==> src/rtl/partial_interval_tree_walker_core_defines.svh <==
// Assertion macros shared by the interval tree walker RTL.
`ifndef PARTIAL_INTERVAL_TREE_WALKER_CORE_DEFINES_SVH
`define PARTIAL_INTERVAL_TREE_WALKER_CORE_DEFINES_SVH

// Same-cycle implication, checked out of reset.
`define PITW_ASSERT_NOW(lbl, ante, cons, msg) \
    lbl: assert property (@(posedge i_clk) disable iff (!i_rst_n) (ante) |-> (cons)) \
        else $error(msg);

// Next-cycle implication, checked out of reset.
`define PITW_ASSERT_NEXT(lbl, ante, cons, msg) \
    lbl: assert property (@(posedge i_clk) disable iff (!i_rst_n) (ante) |=> (cons)) \
        else $error(msg);

`endif

==> src/rtl/pitw_pkg.sv <==
// Shared types and constants of the interval tree walker.
package pitw_pkg;

    localparam int START_W = 33;
    localparam int LEN_W   = 34;
    localparam int LOG_W   = 6;
    localparam int LEAF_W  = 5;
    localparam int CNT_W_E = 33;
    localparam int DATA_W  = 33;
    localparam logic [LOG_W-1:0] TOP_LOG = 6'd33;

    localparam logic [1:0] ST_NODE  = 2'd0;
    localparam logic [1:0] ST_DONE  = 2'd1;
    localparam logic [1:0] ST_ERROR = 2'd2;

    localparam logic [1:0] CFG_LEAF_LOG = 2'd0;
    localparam logic [1:0] CFG_ROOT_LOG = 2'd1;
    localparam logic [1:0] CFG_ELEM_CNT = 2'd2;

    typedef enum logic [1:0] {
        S_IDLE,
        S_CHECK,
        S_WALK
    } t_state;

    typedef struct packed {
        logic       rewind;
        logic       clear_cnt;
        logic       step;
        logic       finish;
        logic       emit;
        logic [1:0] emit_status;
    } t_cmd;

    typedef struct packed {
        logic pre_done;
        logic pre_error;
        logic finished;
        logic visit;
        logic top;
        logic runaway;
    } t_stat;

endpackage

==> src/rtl/pitw_ctrl.sv <==
// Controller state machine of the interval tree walker.
module pitw_ctrl (
    input  logic          i_clk,
    input  logic          i_rst_n,
    input  logic          start,
    input  logic          i_restart,
    input  pitw_pkg::t_stat i_stat,
    output pitw_pkg::t_cmd  o_cmd,
    output logic          busy
);
    import pitw_pkg::*;

    t_state r_state;
    t_state n_state;

    always_ff @(posedge i_clk) begin
        if (!i_rst_n) begin
            r_state <= S_IDLE;
        end else begin
            r_state <= n_state;
        end
    end

    always_comb begin
        n_state = r_state;
        o_cmd   = '0;
        unique case (r_state)
            S_IDLE: begin
                if (start) begin
                    o_cmd.rewind    = i_restart;
                    o_cmd.clear_cnt = 1'b1;
                    n_state         = S_CHECK;
                end
            end
            S_CHECK: begin
                priority if (i_stat.pre_done) begin
                    o_cmd.emit        = 1'b1;
                    o_cmd.emit_status = ST_DONE;
                    n_state           = S_IDLE;
                end else if (i_stat.pre_error) begin
                    o_cmd.emit        = 1'b1;
                    o_cmd.emit_status = ST_ERROR;
                    n_state           = S_IDLE;
                end else if (i_stat.finished) begin
                    o_cmd.emit        = 1'b1;
                    o_cmd.emit_status = ST_DONE;
                    n_state           = S_IDLE;
                end else begin
                    n_state = S_WALK;
                end
            end
            S_WALK: begin
                priority if (i_stat.runaway) begin
                    o_cmd.finish      = 1'b1;
                    o_cmd.emit        = 1'b1;
                    o_cmd.emit_status = ST_DONE;
                    n_state           = S_IDLE;
                end else if (i_stat.visit) begin
                    o_cmd.step        = 1'b1;
                    o_cmd.emit        = 1'b1;
                    o_cmd.emit_status = ST_NODE;
                    n_state           = S_IDLE;
                end else if (i_stat.top) begin
                    o_cmd.step        = 1'b1;
                    o_cmd.emit        = 1'b1;
                    o_cmd.emit_status = ST_DONE;
                    n_state           = S_IDLE;
                end else begin
                    o_cmd.step = 1'b1;
                end
            end
            default: begin
                n_state = S_IDLE;
            end
        endcase
    end

    assign busy = (r_state != S_IDLE);

endmodule

==> src/rtl/pitw_datapath.sv <==
// Config registers, walk cursor, phase step logic and result registers.
module pitw_datapath #(
    parameter int MAX_ROOT_LOG = 32
) (
    input  logic                          i_clk,
    input  logic                          i_rst_n,
    input  logic                          i_cfg_we,
    input  logic [1:0]                    i_cfg_index,
    input  logic [pitw_pkg::DATA_W-1:0]   i_cfg_data,
    input  pitw_pkg::t_cmd                i_cmd,
    output pitw_pkg::t_stat               o_stat,
    output logic                          o_result_valid,
    output logic [1:0]                    o_status,
    output logic [31:0]                   o_node_start,
    output logic [32:0]                   o_node_length,
    output logic [5:0]                    o_node_log
);
    import pitw_pkg::*;

    localparam int STEP_LIMIT = 4 * (MAX_ROOT_LOG + 1);
    localparam int CNT_W      = $clog2(STEP_LIMIT + 1);

    localparam logic [1:0] PH_ENTER = 2'd0;
    localparam logic [1:0] PH_LEFT  = 2'd1;
    localparam logic [1:0] PH_UP    = 2'd2;

    logic [LEAF_W-1:0]  r_leaf_log,  n_leaf_log;
    logic [LOG_W-1:0]   r_root_log,  n_root_log;
    logic [CNT_W_E-1:0] r_elem_cnt,  n_elem_cnt;
    logic [START_W-1:0] r_start,     n_start;
    logic [LOG_W-1:0]   r_log,       n_log;
    logic [1:0]         r_phase,     n_phase;
    logic               r_finished,  n_finished;
    logic [CNT_W-1:0]   r_cnt,       n_cnt;
    logic               r_valid;
    logic [1:0]         r_status;
    logic [31:0]        r_node_start;
    logic [32:0]        r_node_length;
    logic [5:0]         r_node_log;

    logic               cfg_hit;
    logic [LEN_W-1:0]   full_len, half_len;
    logic [LEN_W-1:0]   ec_x, start_x, len, avail, vis_len, end_pos, right_pos;
    logic               is_right;

    // Consistency checks on the config, cursor status
    always_comb begin
        full_len = LEN_W'(1) << r_root_log;
        half_len = full_len >> 1;
        ec_x     = {1'b0, r_elem_cnt};
        o_stat.pre_done  = (r_root_log <= {1'b0, r_leaf_log}) || (r_elem_cnt == '0);
        o_stat.pre_error = (r_root_log > LOG_W'(MAX_ROOT_LOG)) || (r_root_log > TOP_LOG)
                           || (ec_x > full_len) || (ec_x <= half_len);
        start_x   = {1'b0, r_start};
        len       = LEN_W'(1) << r_log;
        is_right  = |(start_x & len);
        avail     = (ec_x > start_x) ? (ec_x - start_x) : '0;
        vis_len   = (avail < len) ? avail : len;
        end_pos   = start_x + len;
        right_pos = start_x + (len >> 1);
        o_stat.finished = r_finished;
        o_stat.visit    = (r_phase == PH_ENTER);
        o_stat.top      = (r_phase != PH_ENTER) && (r_phase != PH_LEFT)
                          && (r_log >= r_root_log);
        o_stat.runaway  = (r_cnt == CNT_W'(STEP_LIMIT));
    end

    always_comb begin
        n_leaf_log = r_leaf_log;
        n_root_log = r_root_log;
        n_elem_cnt = r_elem_cnt;
        n_start    = r_start;
        n_log      = r_log;
        n_phase    = r_phase;
        n_finished = r_finished;
        n_cnt      = r_cnt;
        cfg_hit    = 1'b0;
        if (i_cfg_we) begin
            unique case (i_cfg_index)
                CFG_LEAF_LOG: begin
                    n_leaf_log = i_cfg_data[LEAF_W-1:0];
                    cfg_hit    = 1'b1;
                end
                CFG_ROOT_LOG: begin
                    n_root_log = i_cfg_data[LOG_W-1:0];
                    cfg_hit    = 1'b1;
                end
                CFG_ELEM_CNT: begin
                    n_elem_cnt = i_cfg_data[CNT_W_E-1:0];
                    cfg_hit    = 1'b1;
                end
                default: begin
                    cfg_hit = 1'b0;
                end
            endcase
        end
        if (i_cmd.step) begin
            n_cnt = r_cnt + 1'b1;
            unique case (r_phase)
                PH_ENTER: begin
                    priority if ({1'b0, r_log} > ({2'b0, r_leaf_log} + 7'd1)) begin
                        n_log = r_log - 1'b1;
                    end else if (r_log == r_root_log) begin
                        n_finished = 1'b1;
                    end else if (is_right || (end_pos >= ec_x)) begin
                        if (is_right) begin
                            n_start = START_W'(start_x - len);
                        end
                        n_log   = r_log + 1'b1;
                        n_phase = PH_UP;
                    end else begin
                        n_start = START_W'(end_pos);
                    end
                end
                PH_LEFT: begin
                    if (right_pos < ec_x) begin
                        n_log   = r_log - 1'b1;
                        n_start = START_W'(right_pos);
                        n_phase = PH_ENTER;
                    end else begin
                        n_phase = PH_UP;
                    end
                end
                default: begin
                    if (r_log >= r_root_log) begin
                        n_finished = 1'b1;
                    end else begin
                        if (is_right) begin
                            n_start = START_W'(start_x - len);
                            n_phase = PH_UP;
                        end else begin
                            n_phase = PH_LEFT;
                        end
                        n_log = r_log + 1'b1;
                    end
                end
            endcase
        end
        if (i_cmd.finish) begin
            n_finished = 1'b1;
        end
        if (i_cmd.clear_cnt) begin
            n_cnt = '0;
        end
        if (i_cmd.rewind || cfg_hit) begin
            n_start    = '0;
            n_log      = n_root_log;
            n_phase    = PH_ENTER;
            n_finished = 1'b0;
        end
    end

    always_ff @(posedge i_clk) begin
        if (!i_rst_n) begin
            r_leaf_log <= '0;
            r_root_log <= LOG_W'(1);
            r_elem_cnt <= CNT_W_E'(2);
            r_start    <= '0;
            r_log      <= LOG_W'(1);
            r_phase    <= PH_ENTER;
            r_finished <= 1'b0;
            r_cnt      <= '0;
            r_valid    <= 1'b0;
        end else begin
            r_leaf_log <= n_leaf_log;
            r_root_log <= n_root_log;
            r_elem_cnt <= n_elem_cnt;
            r_start    <= n_start;
            r_log      <= n_log;
            r_phase    <= n_phase;
            r_finished <= n_finished;
            r_cnt      <= n_cnt;
            r_valid    <= i_cmd.emit;
        end
    end

    always_ff @(posedge i_clk) begin
        if (i_cmd.emit) begin
            r_status <= i_cmd.emit_status;
            if (i_cmd.emit_status == ST_NODE) begin
                r_node_start  <= r_start[31:0];
                r_node_length <= vis_len[32:0];
                r_node_log    <= r_log;
            end else begin
                r_node_start  <= '0;
                r_node_length <= '0;
                r_node_log    <= '0;
            end
        end
    end

    assign o_result_valid = r_valid;
    assign o_status       = r_status;
    assign o_node_start   = r_node_start;
    assign o_node_length  = r_node_length;
    assign o_node_log     = r_node_log;

endmodule

==> src/rtl/partial_interval_tree_walker_core.sv <==
// Top level of the depth-first interval tree walker.
// Each start transfer (i_restart high rewinds to the root first) yields exactly one
// result, shown for one cycle with o_result_valid; the receiver cannot stall it, so
// it must take the result in that cycle. A done or error answer that is decided
// before any walking (walk already finished, no node above leaf level, no elements,
// bad root log or count) comes from the check state. Any other answer comes from the
// walk state, which steps the walker's phase until it enters a node (node answer),
// reaches the top or hits the step limit (done); going down enters a node at the first
// step, climbing back from a leaf takes up to two phase steps per level. busy is high
// from the start transfer until the result is shown; config writes only while busy is low.
`include "partial_interval_tree_walker_core_defines.svh"
module partial_interval_tree_walker_core #(
    parameter int MAX_ROOT_LOG = 32
) (
    input  logic        i_clk,
    input  logic        i_rst_n,
    input  logic        i_cfg_we,
    input  logic [1:0]  i_cfg_index,
    input  logic [32:0] i_cfg_data,
    input  logic        start,
    input  logic        i_restart,
    output logic        busy,
    output logic        o_result_valid,
    output logic [1:0]  o_status,
    output logic [31:0] o_node_start,
    output logic [32:0] o_node_length,
    output logic [5:0]  o_node_log
);
    import pitw_pkg::*;

    t_cmd  cmd;
    t_stat stat;

    pitw_ctrl u_ctrl (
        .i_clk     (i_clk),
        .i_rst_n   (i_rst_n),
        .start     (start),
        .i_restart (i_restart),
        .i_stat    (stat),
        .o_cmd     (cmd),
        .busy      (busy)
    );

    pitw_datapath #(
        .MAX_ROOT_LOG (MAX_ROOT_LOG)
    ) u_datapath (
        .i_clk          (i_clk),
        .i_rst_n        (i_rst_n),
        .i_cfg_we       (i_cfg_we),
        .i_cfg_index    (i_cfg_index),
        .i_cfg_data     (i_cfg_data),
        .i_cmd          (cmd),
        .o_stat         (stat),
        .o_result_valid (o_result_valid),
        .o_status       (o_status),
        .o_node_start   (o_node_start),
        .o_node_length  (o_node_length),
        .o_node_log     (o_node_log)
    );

    `PITW_ASSERT_NOW(a_valid_idle, o_result_valid, !busy, "result shown while busy")
    `PITW_ASSERT_NEXT(a_accept_busy, start && !busy, busy, "start transfer did not set busy")
    `PITW_ASSERT_NEXT(a_single_pulse, o_result_valid, !o_result_valid, "result held two cycles")
    `PITW_ASSERT_NOW(a_status_code, o_result_valid, (o_status == ST_NODE) || (o_status == ST_DONE) || (o_status == ST_ERROR), "bad status code")
    `PITW_ASSERT_NOW(a_zero_fields, o_result_valid && (o_status != ST_NODE), (o_node_start == '0) && (o_node_length == '0) && (o_node_log == '0), "non-node result carries data")

endmodule
==> config.mk <==
export PLATFORM = sky130hd
export DESIGN_NAME = partial_interval_tree_walker_core
export DESIGN_NICKNAME = d
export VERILOG_FILES = /design/src/rtl/pitw_pkg.sv /design/src/rtl/pitw_ctrl.sv /design/src/rtl/pitw_datapath.sv /design/src/rtl/partial_interval_tree_walker_core.sv
export VERILOG_INCLUDE_DIRS = /design/src /design/src/rtl
export SDC_FILE = /design/constraint.sdc
export NUM_CORES = 1
export LEC_CHECK = 0
export ABC_AREA = 1
export BUFFER_PORTS_ARGS = -buffer_cell sky130_fd_sc_hd__buf_2
export CAP_MARGIN = 20
export CORE_MARGIN = 2
export CORE_UTILIZATION = 31
export DETAILED_ROUTE_END_ITERATION = 8
export PLACE_DENSITY = 0.43
export SYNTH_ARGS = -nofsm -noshare
export SYNTH_HDL_FRONTEND = slang
export SYNTH_SLANG_ARGS = --single-unit
==> constraint.sdc <==
create_clock -name i_clk -period 13.2 [get_ports i_clk]
set_input_delay 2.64 -clock i_clk [delete_from_list [all_inputs] [get_ports i_clk]]
set_output_delay 2.64 -clock i_clk [all_outputs]
set_load 0.05 [all_outputs]
Word level (Yosys, flattened, before mapping)
Index checks and enable logic that the tools add are counted.
- add/sub/neg operators: 8
- magnitude comparators: 11
- eq/ne operators: 22
- shift-type cells: 2
- mux-type cells: 54
- bitwise operators: 2
- reductions and logical operators: 29
- operators by type and width (cell ; number):
    33-bit two-way mux ; 7
    1-bit by 6-bit left shift with 34-bit output (first input constant) ; 2
    33-bit one-hot mux with 2 select lines ; 1
    6-bit two-way mux ; 9
    33-bit by 33-bit adder with 34-bit output ; 1
    33-bit by 34-bit adder with 34-bit output ; 1
    33-bit by 34-bit bitwise AND with 34-bit output ; 1
    34-bit by 33-bit >= comparator with 1-bit output ; 1
    33-bit by 34-bit greater-than comparator with 1-bit output ; 1
    34-bit by 33-bit < comparator with 1-bit output ; 1
    34-bit < comparator ; 1
    34-bit two-way mux ; 1
    34-bit OR reduction ; 1
    33-bit by 33-bit subtractor with 34-bit output ; 1
    33-bit greater-than comparator ; 1
    33-bit less-or-equal comparator ; 1
    33-bit zero test ; 1
    33-bit subtractor ; 1
    2-bit two-way mux ; 16
    5-bit AND reduction ; 4
    3-bit two-way mux ; 6
    6-bit greater-than comparator (second input constant) ; 2
    6-bit one-hot mux with 2 select lines ; 1
    1-bit two-way mux ; 9
    other kinds (32) ; 57
- bits in registers: 170
- input port bits: 40
- output and inout port bits: 75
- word-level logic and storage cells: 142

Depth between registers and ports, before layout
Gate-level depths: netlist of the first run.
- depth in word-level cells: 10
- depth in mapped cells: 41
- gate-level depth less buffers: 40

Cells and area by module
A second synthesis of the first run with hierarchy kept.
- cells, all modules: 3167
- area total of the unflattened synthesis: 20684.8 sq um
- modules (own cells, without submodules) (module ; times used ; cells each ; area each (sq um) ; seq. area each (sq um)):
    pitw_datapath ; 1 ; 3118 ; 20402.1 ; 4093.9
    pitw_ctrl ; 1 ; 49 ; 282.8 ; 40.0

Least setup slack after synthesis of the first run
No wires, ideal clock.
- path kind: reg2reg
- start point: register u_datapath.r_root_log[4]
- end point: register u_datapath.r_node_length[0], in the netlist u_datapath.o_node_length[0], enable pin
- library setup time: 0.549 ns
- data arrival time: 5.854 ns
- data required time: 12.651 ns
- slack: 6.797 ns
- stages on the path, launching flop included: 16
- path buffers: 1
- period minus slack after synthesis: 6.403 ns
- cell sequence: dfxtp_1 > inv_1 > nor2_1 > clkbuf_1 > nand2_1 > ha_1 > nand2_1 > nor2_1 > nand4_1 > nor3_1 > nand4_1 > nand3_1 > nand2_1 > nand2_2 > nand2_1 > a31oi_1
- RTL lines (what ; line ; RTL):
    start, declared ; pitw_datapath.sv:28 ; logic [LOG_W-1:0] r_root_log, n_root_log;
    start signal, assigned ; pitw_datapath.sv:166 ; r_root_log <= n_root_log;
    end signal, assigned ; pitw_datapath.sv:182 ; r_node_length <= vis_len[32:0];
    end, declared ; pitw_datapath.sv:38 ; logic [32:0] r_node_length;

Worst setup path after layout of the first run
- start point: register u_datapath.r_log[4]
- end point: register u_datapath.r_start[1]
- cells in the longest elaborated chain, start to end: 8
- elaborated cells on any way between the ends: 24
- classes of those cells: add/sub (3); order compare (4); eq/ne (5); shift (1); mux (7); bitwise (1); reduce/logical (3)
- RTL lines (what ; line ; RTL):
    start, declared ; pitw_datapath.sv:31 ; logic [LOG_W-1:0] r_log, n_log;
    start signal, assigned ; pitw_datapath.sv:169 ; r_log <= n_log;
    1-bit by 6-bit left shift with 34-bit output ; pitw_datapath.sv:55 ; len = LEN_W'(1) << r_log;
    33-bit by 34-bit adder with 34-bit output / 33-bit by 34-bit bitwise AND with 34-bit output (equally long branches) ; pitw_datapath.sv:59, pitw_datapath.sv:56 ;
    34-bit by 33-bit >= comparator with 1-bit output / 34-bit OR reduction (equally long branches) ; pitw_datapath.sv:105, pitw_datapath.sv:56 ;
    1-bit logical OR / 33-bit two-way mux (equally long branches) ; pitw_datapath.sv:105, pitw_datapath.sv:106, pitw_datapath.sv:128 ;
    33-bit two-way mux ; pitw_datapath.sv:105 ; end else if (is_right || (end_pos >= ec_x)) begin
    33-bit two-way mux ; pitw_datapath.sv:103 ; end else if (r_log == r_root_log) begin
    33-bit two-way mux ; pitw_datapath.sv:101 ; priority if ({1'b0, r_log} > ({2'b0, r_leaf_log} + 7'd1)) begin
    33-bit one-hot mux with 2 select lines ; pitw_datapath.sv:99 ; unique case (r_phase)
    end signal, assigned ; pitw_datapath.sv:168 ; r_start <= n_start;
    end, declared ; pitw_datapath.sv:30 ; logic [START_W-1:0] r_start, n_start;
Several ways; a longest one is shown, not always the timed one. The select of a mux whose other input is x is not followed.
A chain may end at the register's enable or synchronous reset.

==> metrics.md, run 1 <==
| Metric | Value |
|---|---|
| Register-to-Register Path Depth | 30 |
| Number of enable flip-flop cells after synthesis | 73 |
| Area of the core | 69700 um^2 |
| Wire length of the first global-routing pass | 149 mm |
| Category of cells accounting for the largest share of critical-path delay | simple AND/OR/NAND/NOR gates |
| Routed wl met3 | 5.91 mm |
| Full die area | 72200 um^2 |
| Initial detailed-routing violation count | 1913 |
| Gates resized, CTS repair | 0 |
| Cts hold-fix bufs | 0 |
| Sum Neg Setup Slack | 0 ns |
| Wire length on met1 | 46.8 mm |
| Final-stage net count | 3789 |
| Min Tclk post-route | 6.91 ns |
| Reg-to-reg critical path endpoint | u_datapath.r_start[1]$_SDFFE_PP0P_ |
| Flip-flop and latch count after synthesis | 170 |
| Final Instance Area | 23800 um^2 |
| Status | finished, final reports clean |
| Pre-Repair DR Iteration Count | 5 |
| Clock tree from TritonCTS | yes |
| Transition time at the pin with the least slew margin | 1.07 ns |
| Synthesized netlist net count | 3711 |
| Top area cells in the synthesized netlist | sky130_fd_sc_hd__ha_1, sky130_fd_sc_hd__nand2_1, sky130_fd_sc_hd__edfxtp_1 |
| Clk root buf | sky130_fd_sc_hd__clkbuf_16 |
| Post-synth cell types | 65 |
| Starting Density | 31.2% |
| Highest ir drop seen on vdd | 96.5 uV |
| Portion of synthesized cell area occupied by the leading cell type | 18.9% |
| Routed wirelength normalized by instance count | 23.8 um |
| Diodes inserted | 0 |
| Vertical die dimension | 269 um |
| Top achievable clock speed | 145 MHz |
| Data arrival time of the critical path | 7.30 ns |
| Max_cap viols | 0 |
| Top layer in use | met4 |
| Type of the worst setup path | reg -> reg |
| Critical path peak fanout | 46 |
| Port buffer count | 114 |
| Crit Reg-Reg Startpoint | u_datapath.r_log[4]$_SDFFE_PN0P_ |
| Share of the clock period used by the worst path after layout | 52.4% |
| Htree depth | 4 |
| Clock net sink count | 170 |
| Sequential share of the synthesized area | 19.0% |
| Via count of the first global-routing pass | 21.7k |
| Setup repair after global routing missed its margin | no |
| Via total after detailed routing | 23.0k |
| Share of layout cells above drive strength 1 | 8.16% |
| HPWL reported at the end of detailed placement | 88.6 mm |
| Row count | 97 |
| Most common flop cell mapped by yosys | sky130_fd_sc_hd__dfxtp_1 |
| Clock transition time at the flip-flop clock pins of the worst setup and hold paths | 0.07 ns |
| Met2 layer wire length in the routed design | 47.4 mm |
| Area delta synth->final | 9.41% |
| Peak per-stage delay on the critical path | 0.60 ns |
| Clock Skew | 0.0133 ns |
| Number of pins with negative max-slew slack in the final report | 0 |
| Library cell occupying the most area in the post-synthesis netlist | sky130_fd_sc_hd__ha_1 |
| Via density | 5.27 |
| Placed instance area | 23200 um^2 |
| Share of synthesized registers carrying an async set or reset | 0% |
| CP Buf/Inv Count | 5 |
| Clock latency on the worst-skew pair | 0.50 ns |
| Post-synthesis instance total | 3339 |
| Post-detailed-routing wire length | 104 mm |
| Depth of the worst hold-timing path | 2 |
| Antenna viol nets, final | 0 |
| Largest net degree at the start of global routing | 72 |
| Beginning of the worst hold path | u_datapath.r_finished$_SDFFE_PP0P_ |
| Worst hold slack | 0.487 ns |
| Number of endpoints with negative hold slack in the final report | 0 |
| Nature of the critical path startpoint | flop |
| Chip Width | 269 um |
| Overall overflow remaining after global route | 0 |
| Nature of the critical path endpoint | flop |
| Critical path data required time | 13.59 ns |
| Terminating pin of the worst hold path | u_datapath.r_finished$_SDFFE_PP0P_ |
| Slowest CP cell | sky130_fd_sc_hd__dfxtp_1 |
| Path class of the lowest-slack min-delay path | reg -> reg |
| I/O pin cnt | 115 |
| Leakage Power | 0.0117 uW |
| TritonCTS Buffers | 17 |
| Overall global routing resource usage | 28.6% |
| Area of the mapped netlist | 21700 um^2 |
| Count of endpoints failing setup in the final report | 0 |
| Power density of the placed cells | 97.7 nW/um^2 |
| Avg Cell Area, Syn | 6.51 um^2 |
| Initial antenna violation count | 0 |
| Worst reg2reg setup slack | 6.29 ns |
| Normalized max-slew margin | 28.0% |
| Most frequent cell on the critical path | sky130_fd_sc_hd__nand2_1 |
| Longest Clk Path Bufs | 2 |
| Warnings from Yosys | 0 |
| Core occupancy in the finished layout | 34.1% |
| Remaining DRCs | 0 |
| Post-CTS Setup Inserts | 0 |
| Final weighted congestion in routability-driven placement | 1.01 |
## cell usage in the layout, fill, tap and decap left out, types with 24 or more instances in the layout
master | synthesis | layout
sky130_fd_sc_hd__a21oi_2 | 43 | 43
sky130_fd_sc_hd__nand4_1 | 59 | 59
sky130_fd_sc_hd__edfxtp_1 | 73 | 73
sky130_fd_sc_hd__nor2_1 | 427 | 425
sky130_fd_sc_hd__o21bai_1 | 25 | 25
sky130_fd_sc_hd__xor2_1 | 62 | 62
sky130_fd_sc_hd__dfxtp_1 | 97 | 97
sky130_fd_sc_hd__ha_1 | 328 | 328
sky130_fd_sc_hd__o21ai_0 | 198 | 198
sky130_fd_sc_hd__buf_4 | 2 | 24
sky130_fd_sc_hd__nor3_1 | 43 | 43
sky130_fd_sc_hd__inv_1 | 424 | 424
sky130_fd_sc_hd__nand2_1 | 753 | 751
sky130_fd_sc_hd__buf_2 | 17 | 114
sky130_fd_sc_hd__a21oi_1 | 311 | 311
sky130_fd_sc_hd__nand3_1 | 169 | 168
sky130_fd_sc_hd__xnor2_1 | 31 | 31
## tightest hold or removal path: stages, from the launching register on
cell and delay [ns]:
sky130_fd_sc_hd__dfxtp_1 0.31, sky130_fd_sc_hd__inv_1 0.06, sky130_fd_sc_hd__a21oi_1 0.06
## cells in the mapped netlist (43+ instances only)
master	instances
sky130_fd_sc_hd__o21ai_0	198
sky130_fd_sc_hd__xor2_1	62
sky130_fd_sc_hd__nand3_1	169
sky130_fd_sc_hd__nor2_1	427
sky130_fd_sc_hd__dfxtp_1	97
sky130_fd_sc_hd__edfxtp_1	73
sky130_fd_sc_hd__inv_1	424
sky130_fd_sc_hd__nand4_1	59
sky130_fd_sc_hd__ha_1	328
sky130_fd_sc_hd__nor3_1	43
sky130_fd_sc_hd__nand2_1	753
sky130_fd_sc_hd__a21oi_2	43
sky130_fd_sc_hd__a21oi_1	311
## final cells by class
type	instances	area, um^2
multi-input combinational	2653	15500
timing repair buffer	139	771
clock inverter	9	68.8
fill	7808	45900
sequential	170	4130
tap	940	1180
inverter	436	1640
clock buffer	23	470
## logic make-up (layout without fill, tap and decap cells)
logic type      after synthesis  count (layout)  share of synthesized area [%]
compound gates              687             687                           18.0
buf+inv                     516             607                           9.79
xor+xnor                     93              93                           3.75
flops                       170             170                           19.0
fa+ha+maj                   332             332                           19.3
simple gates               1541            1541                           30.1
## registers in the layout (all words and copies together), names as in the netlist, 6 cells and up
register,count
u_datapath.o_node_length,33
u_datapath.r_start,33
u_datapath.r_cnt,8
u_datapath.o_node_log,6
u_datapath.r_root_log,6
u_datapath.r_elem_cnt,33
u_datapath.r_log,6
u_datapath.o_node_start,32
## per-stage QoR
step	cells	power, uW	worst slack, ns
floorplan	3339	1450	6.80
global placement	4336	1820	6.25
detailed placement	4338	1820	6.50
CTS	4370	2320	6.44
global route	4370	2480	5.92
finish	4370	2320	6.29
## worst max-delay path by stage
stage / endpoint / slack [ns] / startpoint / cells past startpoint
3_3_place_gp: u_datapath.r_start[11]$_SDFFE_PP0P_ / 6.25 / u_datapath.r_log[1]$_SDFFE_PN0P_ / 36
6_report: u_datapath.r_start[1]$_SDFFE_PP0P_ / 6.29 / u_datapath.r_log[4]$_SDFFE_PN0P_ / 30
2_1_floorplan: u_datapath.o_node_length[0]$_SDFFCE_PP0P_ / 6.80 / u_datapath.r_root_log[4]$_SDFF_PN0_ / 15
5_1_grt: u_datapath.r_start[29]$_SDFFE_PP0P_ / 5.92 / u_datapath.r_log[3]$_SDFFE_PN0P_ / 35
3_5_place_dp: u_datapath.r_start[20]$_SDFFE_PP0P_ / 6.50 / u_datapath.r_log[4]$_SDFFE_PN0P_ / 30
4_1_cts: u_datapath.r_start[20]$_SDFFE_PP0P_ / 6.44 / u_datapath.r_log[4]$_SDFFE_PN0P_ / 30
## layer usage
layer	global-route usage, %	vias up
met5	0	-
met4	10.7	0
met3	4.35	126
met2	47.1	821
met1	37.6	10773
li1	-	11297
## where the power goes
group,internal (uW),leakage [uW],switching (uW)
Clock,253,0.000260,242
Combinational,333,0.0100,868
Sequential,598,0.00142,27.5
(Power assumes the default switching activity.)
==> run 2, diff against run 1 <==
ABC_AREA = 0   (was 1)
PLACE_DENSITY = 0.45   (was 0.43)
clock period = 5.9 ns   (was 13.2 ns; I/O delays follow)
==> run 2 against run 1 <==
Compared with the run above:
- cell count is 11% lower
- count of clock-buffer cells in the layout down 2
- via count fell by 7.2%
- synthesized cell count down 27%
- clock power grew to 2.6 times the previous value
- non-clock buffer count rose by 530
- sequential share of layout area decreased by 2.0 points
- clock skew is essentially flat
- critical path type unchanged
- highest routed layer unchanged
==> metrics.md, run 2 <==
| Metric | Value |
|---|---|
| Area of the mapped netlist | 19300 um^2 (was 21700 um^2) |
| Footprint of the multi-input gates | 15400 um^2 (was 15500 um^2) |
| Clock Skew | 0.0135 ns (was 0.0133 ns) |
| Overall global routing resource usage | 29.4% (was 28.6%) |
| Nature of the critical path startpoint | flop (unchanged) |
| Post-detailed-routing wire length | 96.5 mm (was 104 mm) |
| Crit Reg-Reg Startpoint | u_datapath.r_log[0]$_SDFFE_PN1P_ (was u_datapath.r_log[4]$_SDFFE_PN0P_) |
| Top area cells in the synthesized netlist | sky130_fd_sc_hd__ha_1, sky130_fd_sc_hd__edfxtp_1, sky130_fd_sc_hd__dfxtp_1 (was sky130_fd_sc_hd__ha_1, sky130_fd_sc_hd__nand2_1, sky130_fd_sc_hd__edfxtp_1) |
| Wire length of the first global-routing pass | 138 mm (was 149 mm) |
| Clk root buf | sky130_fd_sc_hd__clkbuf_16 (unchanged) |
| Core occupancy in the finished layout | 43.6% (was 34.1%) |
| Port buffer count | 114 (unchanged) |
| Clock tree from TritonCTS | yes (unchanged) |
| Area delta synth->final | 39.3% (was 9.41%) |
| Longest Clk Path Bufs | 2 (unchanged) |
| Warnings from Yosys | 0 (unchanged) |
| Share of the clock period used by the worst path after layout | 99.2% (was 52.4%) |
| Category of cells accounting for the largest share of critical-path delay | compound AO/OA/AOI/OAI gates (was simple AND/OR/NAND/NOR gates) |
| CP Buf/Inv Count | 7 (was 5) |
| Final weighted congestion in routability-driven placement | 0.978 (was 1.01) |
| Row count | 91 (was 97) |
| Leading cell type in the layout, fill and taps excluded | sky130_fd_sc_hd__buf_4 (was sky130_fd_sc_hd__nand2_1) |
| Flip-flop and latch count after synthesis | 170 (unchanged) |
| Power density of the placed cells | 202 nW/um^2 (was 97.7 nW/um^2) |
| Nature of the critical path endpoint | flop (unchanged) |
| Post-synth cell types | 95 (was 65) |
| Most common flop cell mapped by yosys | sky130_fd_sc_hd__dfxtp_1 (unchanged) |
| HPWL reported at the end of detailed placement | 78.8 mm (was 88.6 mm) |
| Htree depth | 4 (unchanged) |
| Min Tclk post-route | 5.86 ns (was 6.91 ns) |
| Worst reg2reg setup slack | 0.04 ns (was 6.29 ns) |
| Most frequent cell on the critical path | sky130_fd_sc_hd__buf_4 (was sky130_fd_sc_hd__nand2_1) |
| Pre-Repair DR Iteration Count | 7 (was 5) |
| Transition time at the pin with the least slew margin | 1.00 ns (was 1.07 ns) |
| Area of the core | 61700 um^2 (was 69700 um^2) |
| Critical path data required time | 6.32 ns (was 13.59 ns) |
| Top library cells by usage in the layout, fill and taps aside | sky130_fd_sc_hd__buf_4, sky130_fd_sc_hd__ha_1, sky130_fd_sc_hd__nand2_1 (was sky130_fd_sc_hd__nand2_1, sky130_fd_sc_hd__nor2_1, sky130_fd_sc_hd__inv_1) |
| Overall overflow remaining after global route | 0 (unchanged) |
| Via total after detailed routing | 21.4k (was 23.0k) |
| Status | finished, final reports clean (unchanged) |
| Leakage Power | 0.0126 uW (was 0.0117 uW) |
| Placed Instances | 3822 (was 4338) |
| Share of layout cells above drive strength 1 | 29.6% (was 8.16%) |
| Portion of synthesized cell area occupied by the leading cell type | 21.2% (was 18.9%) |
| Leading cell type by number of instances after synthesis | sky130_fd_sc_hd__ha_1 (was sky130_fd_sc_hd__nand2_1) |
| Type of the worst setup path | reg -> reg (unchanged) |
| TritonCTS Buffers | 17 (unchanged) |
| Leading cell types by count after synthesis | sky130_fd_sc_hd__ha_1, sky130_fd_sc_hd__nand2_1, sky130_fd_sc_hd__nor2_1 (was sky130_fd_sc_hd__nand2_1, sky130_fd_sc_hd__nor2_1, sky130_fd_sc_hd__inv_1) |
| Register-to-Register Path Depth | 29 (was 30) |
| Slowest CP cell | sky130_fd_sc_hd__nor2_4 (was sky130_fd_sc_hd__dfxtp_1) |
| Reg-to-reg critical path endpoint | u_datapath.r_start[11]$_SDFFE_PP0P_ (was u_datapath.r_start[1]$_SDFFE_PP0P_) |
| Starting Density | 31.3% (was 31.2%) |
| Normalized max-slew margin | 33.0% (was 28.0%) |
| Terminating pin of the worst hold path | u_datapath.r_cnt[7]$_SDFFE_PP0P_ (was u_datapath.r_finished$_SDFFE_PP0P_) |
| Post-synthesis instance total | 2454 (was 3339) |
| Remaining DRCs | 0 (unchanged) |
| Share of synthesized registers carrying an async set or reset | 0% (unchanged) |
| Beginning of the worst hold path | u_datapath.r_cnt[7]$_SDFFE_PP0P_ (was u_datapath.r_finished$_SDFFE_PP0P_) |
| Initial detailed-routing violation count | 1677 (was 1913) |
| Depth of the worst hold-timing path | 2 (unchanged) |
| Clock net sink count | 170 (unchanged) |
| Sum Neg Setup Slack | 0 ns (unchanged) |
| Antenna viol nets, final | 0 (unchanged) |
| Diodes inserted | 0 (unchanged) |
| I/O pin cnt | 115 (unchanged) |
| Avg Cell Area, Syn | 7.87 um^2 (was 6.51 um^2) |
| Clock transition time at the flip-flop clock pins of the worst setup and hold paths | 0.08 ns (was 0.07 ns) |
| Max_cap viols | 0 (unchanged) |
| Largest net degree at the start of global routing | 46 (was 72) |
| Number of enable flip-flop cells after synthesis | 73 (unchanged) |
| Highest ir drop seen on vdd | 263 uV (was 96.5 uV) |
| Top achievable clock speed | 171 MHz (was 145 MHz) |
| Number of filler cells placed in the layout | 6285 (was 7808) |
| Count of endpoints failing setup in the final report | 0 (unchanged) |
| Data arrival time of the critical path | 6.27 ns (was 7.30 ns) |
| Setup repair after global routing missed its margin | yes (was no) |
| Path class of the lowest-slack min-delay path | reg -> reg (unchanged) |
| Synthesized netlist net count | 2826 (was 3711) |
| Post-route total power | 5440 uW (was 2320 uW) |
| Final-stage net count | 3427 (was 3789) |
| Number of endpoints with negative hold slack in the final report | 0 (unchanged) |
| Routed wirelength normalized by instance count | 24.7 um (was 23.8 um) |
| Initial antenna violation count | 0 (unchanged) |
| Vertical die dimension | 254 um (was 269 um) |
| Sequential share of the synthesized area | 21.4% (was 19.0%) |
| Via count of the first global-routing pass | 21.0k (was 21.7k) |
| Via density | 5.47 (was 5.27) |
| Chip Width | 254 um (was 269 um) |
| Clock latency on the worst-skew pair | 0.51 ns (was 0.50 ns) |
| Critical path peak fanout | 8 (was 46) |
| Library cell occupying the most area in the post-synthesis netlist | sky130_fd_sc_hd__ha_1 (unchanged) |
| Peak per-stage delay on the critical path | 0.38 ns (was 0.60 ns) |
| Register area | 4150 um^2 (was 4130 um^2) |
| Full die area | 64300 um^2 (was 72200 um^2) |
| Number of pins with negative max-slew slack in the final report | 0 (unchanged) |
| Cell Count, Final, Fillers Out | 3905 (was 4370) |
## run 2: cell type report
| cell class | count | share of cell area (%) |
|---|---|---|
| Multi-Input combinational cell | 2025 | 57.2 |
| Timing Repair Buffer | 669 | 18.8 |
| Sequential cell | 170 | 15.4 |
| Tap cell | 837 | 3.89 |
| Inverter | 172 | 2.44 |
| Clock buffer | 21 | 1.87 |
| Clock inverter | 11 | 0.432 |
## run 2: how the worst max path moves through the flow
stage / cells after the start / from / endpoint
floorplan: 27 / u_datapath.r_log[1]$_SDFFE_PN0P_ / u_datapath.r_log[2]$_SDFFE_PN0P_
global route: 28 / u_datapath.r_log[2]$_SDFFE_PN0P_ / u_datapath.r_start[11]$_SDFFE_PP0P_
detailed placement: 27 / u_datapath.r_log[0]$_SDFFE_PN1P_ / u_datapath.r_log[5]$_SDFFE_PN0P_
global placement: 31 / u_datapath.r_log[0]$_SDFFE_PN1P_ / u_datapath.r_start[29]$_SDFFE_PP0P_
finish: 29 / u_datapath.r_log[0]$_SDFFE_PN1P_ / u_datapath.r_start[11]$_SDFFE_PP0P_
CTS: 29 / u_datapath.r_log[0]$_SDFFE_PN1P_ / u_datapath.r_log[3]$_SDFFE_PN0P_
## run 2: stage by stage
stage | hold slack, ns | setup WS, ns | area [um^2]
global route | 0.549 | -0.175 | 26900
CTS | 0.498 | 0.00736 | 25600
floorplan | 0.458 | 0.0161 | 19300
global placement | 0.482 | -0.801 | 24500
detailed placement | 0.487 | -0.770 | 24500
finish | 0.495 | 0.0443 | 26900
## run 2: cells by family after synthesis
kind of cell    share of synthesized area [%]
buf+inv                                  5.29
xor+xnor                                 5.58
simple gates                             19.6
mux                                      2.23
flops                                    21.4
fa+ha+maj                                21.7
compound gates                           24.3
## run 2: tightest hold or removal path: cells and delay by family, from the launching register on
kind            cells  cell delay, ns
flops               1            0.32
compound gates      2            0.13
## run 2: timing repair
action	in CTS	in global routing
gates resized for setup	84	166
cloned	0	6
endpoints found under the setup margin	45	73
pin swaps	28	65
setup buffers	11	35
hold buffers	0	0
## run 2: power breakdown
| group | internal (uW) | switching (uW) |
|---|---|---|
| sequential | 1300 | 31.0 |
| clock | 669 | 606 |
| combinational | 1230 | 1600 |
## run 2: per-layer routing
layer / vias to the layer above / GRT usage, % / part of all wire (%)
met5: - / 0 / 0
met4: 0 / 9.43 / 3.3
met3: 151 / 3.97 / 5.5
met2: 735 / 49.6 / 47
met1: 10337 / 38.5 / 44
li1: 10133 / - / -
==> run 3, diff against run 2 <==
RECOVER_POWER = 100   (was unset)
SLEW_MARGIN = 20   (was unset)
==> run 3 against run 2 <==
Compared with the run above:
- the flow now finishes with violations (max-capacitance violations, max-slew violations)
- register-to-register slack about the same
- cell count unchanged
- critical path type unchanged
- maximum frequency barely moved
- total power decreased by 0.22%
- sequential power barely moved
- worst setup slack is essentially flat
- first-iteration DRC count grew 0.66%
==> metrics.md, run 3 (synthesis results as in run 2) <==
| Metric | Value |
|---|---|
| Nature of the critical path endpoint | flop (unchanged) |
| I/O pin cnt | 115 (unchanged) |
| Min Tclk post-route | 5.86 ns (about the same) |
| Chip Width | 254 um (unchanged) |
| Max_cap viols | 1 (was 0) |
| Starting Density | 31.3% (unchanged) |
| Setup repair after global routing missed its margin | yes (unchanged) |
| Transition time at the pin with the least slew margin | 1.55 ns (was 1.00 ns) |
| Type of the worst setup path | reg -> reg (unchanged) |
| Htree depth | 4 (unchanged) |
| Normalized max-slew margin | -3.44% (was 33.0%) |
| Remaining DRCs | 0 (unchanged) |
| Area of the core | 61700 um^2 (unchanged) |
| Switching component of the power | 2240 uW (about the same) |
| Via total after detailed routing | 21.3k (was 21.4k) |
| Port buffer count | 114 (unchanged) |
| Highest ir drop seen on vdd | 261 uV (was 263 uV) |
| Critical path peak fanout | 8 (unchanged) |
| Final-stage net count | 3427 (unchanged) |
| Power density of the placed cells | 203 nW/um^2 (was 202 nW/um^2) |
| Violations in the final reports | max-capacitance violations, max-slew violations |
| Post-route total power | 5430 uW (was 5440 uW) |
| Status | finished, violations left (was finished, final reports clean) |
| Peak per-stage delay on the critical path | 0.38 ns (about the same) |
| Data arrival time of the critical path | 6.26 ns (was 6.27 ns) |
| Count of endpoints failing setup in the final report | 0 (unchanged) |
| Initial detailed-routing violation count | 1688 (was 1677) |
| Largest net degree at the start of global routing | 46 (unchanged) |
| Row count | 91 (unchanged) |
| Leading cell type in the layout, fill and taps excluded | sky130_fd_sc_hd__buf_4 (unchanged) |
| Share of total power consumed by net switching | 41.2% (was 41.1%) |
| Final weighted congestion in routability-driven placement | 0.978 (unchanged) |
| Leakage Power | 0.0124 uW (was 0.0126 uW) |
| Share of layout cells above drive strength 1 | 27.0% (was 29.6%) |
| Share of the clock period used by the worst path after layout | 99.3% (was 99.2%) |
| Clock tree from TritonCTS | yes (unchanged) |
| TritonCTS Buffers | 17 (unchanged) |
| Diodes inserted | 0 (unchanged) |
| Clock Skew | 0.0127 ns (was 0.0135 ns) |
| Antenna viol nets, final | 0 (unchanged) |
| Slowest CP cell | sky130_fd_sc_hd__nor2_4 (unchanged) |
| Clock transition time at the flip-flop clock pins of the worst setup and hold paths | 0.08 ns (about the same) |
| Initial antenna violation count | 0 (unchanged) |
| Via density | 5.46 (was 5.47) |
| Wire length of the first global-routing pass | 138 mm (unchanged) |
| Reg power frac | 24.6% (was 24.5%) |
| Critical path data required time | 6.30 ns (was 6.32 ns) |
| HPWL reported at the end of detailed placement | 78.8 mm (unchanged) |
| Path class of the lowest-slack min-delay path | reg -> reg (unchanged) |
| Worst hold slack | 0.495 ns (about the same) |
| Number of pins with negative max-slew slack in the final report | 35 (was 0) |
| Top library cells by usage in the layout, fill and taps aside | sky130_fd_sc_hd__buf_4, sky130_fd_sc_hd__ha_1, sky130_fd_sc_hd__nand2_1 (unchanged) |
| Share of power burned in the clock network | 23.4% (about the same) |
| Overall overflow remaining after global route | 0 (unchanged) |
| Area delta synth->final | 38.7% (was 39.3%) |
| Worst setup slack after layout | 0.0438 ns (was 0.0443 ns) |
| Nature of the critical path startpoint | flop (unchanged) |
| Post-detailed-routing wire length | 96.6 mm (was 96.5 mm) |
| Clock latency on the worst-skew pair | 0.51 ns (about the same) |
| Most frequent cell on the critical path | sky130_fd_sc_hd__buf_4 (unchanged) |
| Placement-stage worst setup slack | -0.770 ns (unchanged) |
| Top achievable clock speed | 171 MHz (about the same) |
| Routed wirelength normalized by instance count | 24.7 um (about the same) |
| Clk root buf | sky130_fd_sc_hd__clkbuf_16 (unchanged) |
| Overall global routing resource usage | 29.4% (unchanged) |
| Vertical die dimension | 254 um (unchanged) |
| Pre-Repair DR Iteration Count | 6 (was 7) |
| Full die area | 64300 um^2 (unchanged) |
| Longest Clk Path Bufs | 2 (unchanged) |
| Cell internal pwr | 3190 uW (was 3210 uW) |
| Number of endpoints with negative hold slack in the final report | 0 (unchanged) |
| Share of power burned in combinational logic | 52.0% (was 52.1%) |
| Clock net sink count | 170 (unchanged) |
| Via count of the first global-routing pass | 21.0k (unchanged) |
==> run 3: timing repair <==
action | 4_1_cts | 5_1_grt
endpoints found under the setup margin | 45 | 73
buffers inserted | 11 | 35
hold buffers | 0 | 0
gates cloned | 0 | 6
pin swaps | 28 | 65
resized for setup | 84 | 166
==> run 3: path summary, 6_finish.rpt <==
check	from	end	slack, ns	cells past startpoint
min	u_datapath.r_cnt[7]$_SDFFE_PP0P_	u_datapath.r_cnt[7]$_SDFFE_PP0P_	0.49	2
max	u_datapath.r_log[0]$_SDFFE_PN1P_	u_datapath.r_start[0]$_SDFFE_PP0P_	0.04	30
max reg2reg	u_datapath.r_log[0]$_SDFFE_PN1P_	u_datapath.r_start[0]$_SDFFE_PP0P_	0.04	30
min reg2reg	u_datapath.r_cnt[7]$_SDFFE_PP0P_	u_datapath.r_cnt[7]$_SDFFE_PP0P_	0.49	2
==> run 3: layout make-up <==
cell class | count | area (um^2)
Sequential cell | 170 | 4150
Clock inverter | 11 | 116
Timing Repair Buffer | 669 | 4940
Tap cell | 837 | 1050
Fill cell | 6331 | 34900
Clock buffer | 21 | 504
Inverter | 172 | 657
Multi-Input combinational cell | 2025 | 15400
==> run 3: routing by layer <==
metal	part of all wire (%)	track usage, %	vias up
li1	-	-	10134
met1	44	38.5	10329
met2	47	49.6	728
met3	5.8	3.97	149
met4	3.2	9.43	0
met5	0	0	-
==> run 3: worst max-delay path: cells and delay by family (launching register included) <==
family,cells,cell delay [ns]
AO/OA/AOI/OAI,10,2.00
XOR/XNOR,1,0.19
adder cells (fa/ha/maj),4,0.85
buffers and inverters,8,1.22
flip-flops,1,0.37
AND/OR/NAND/NOR,7,1.06
==> run 3: metrics by stage <==
step	util [%]	cells	cell area [um^2]	setup TNS, ns
floorplan	-	2454	19300	0
global placement	39.7	3822	24500	-25.65
detailed placement	39.7	3822	24500	-24.15
CTS	41.5	3865	25600	0
global route	43.4	3905	26800	-3.64
finish	43.4	3905	26800	0
==> run 3: power by group through the flow <==
| stage | sequential [uW] | clock [uW] | combinational, uW |
|---|---|---|---|
| 3_5_place_dp | 1360 | 0 | 2480 |
| 4_1_cts | 1330 | 1320 | 2520 |
| 6_report | 1340 | 1270 | 2820 |
| 3_3_place_gp | 1360 | 0 | 2460 |
| 2_1_floorplan | 1490 | 0 | 1260 |
| 5_1_grt | 1340 | 1340 | 2980 |
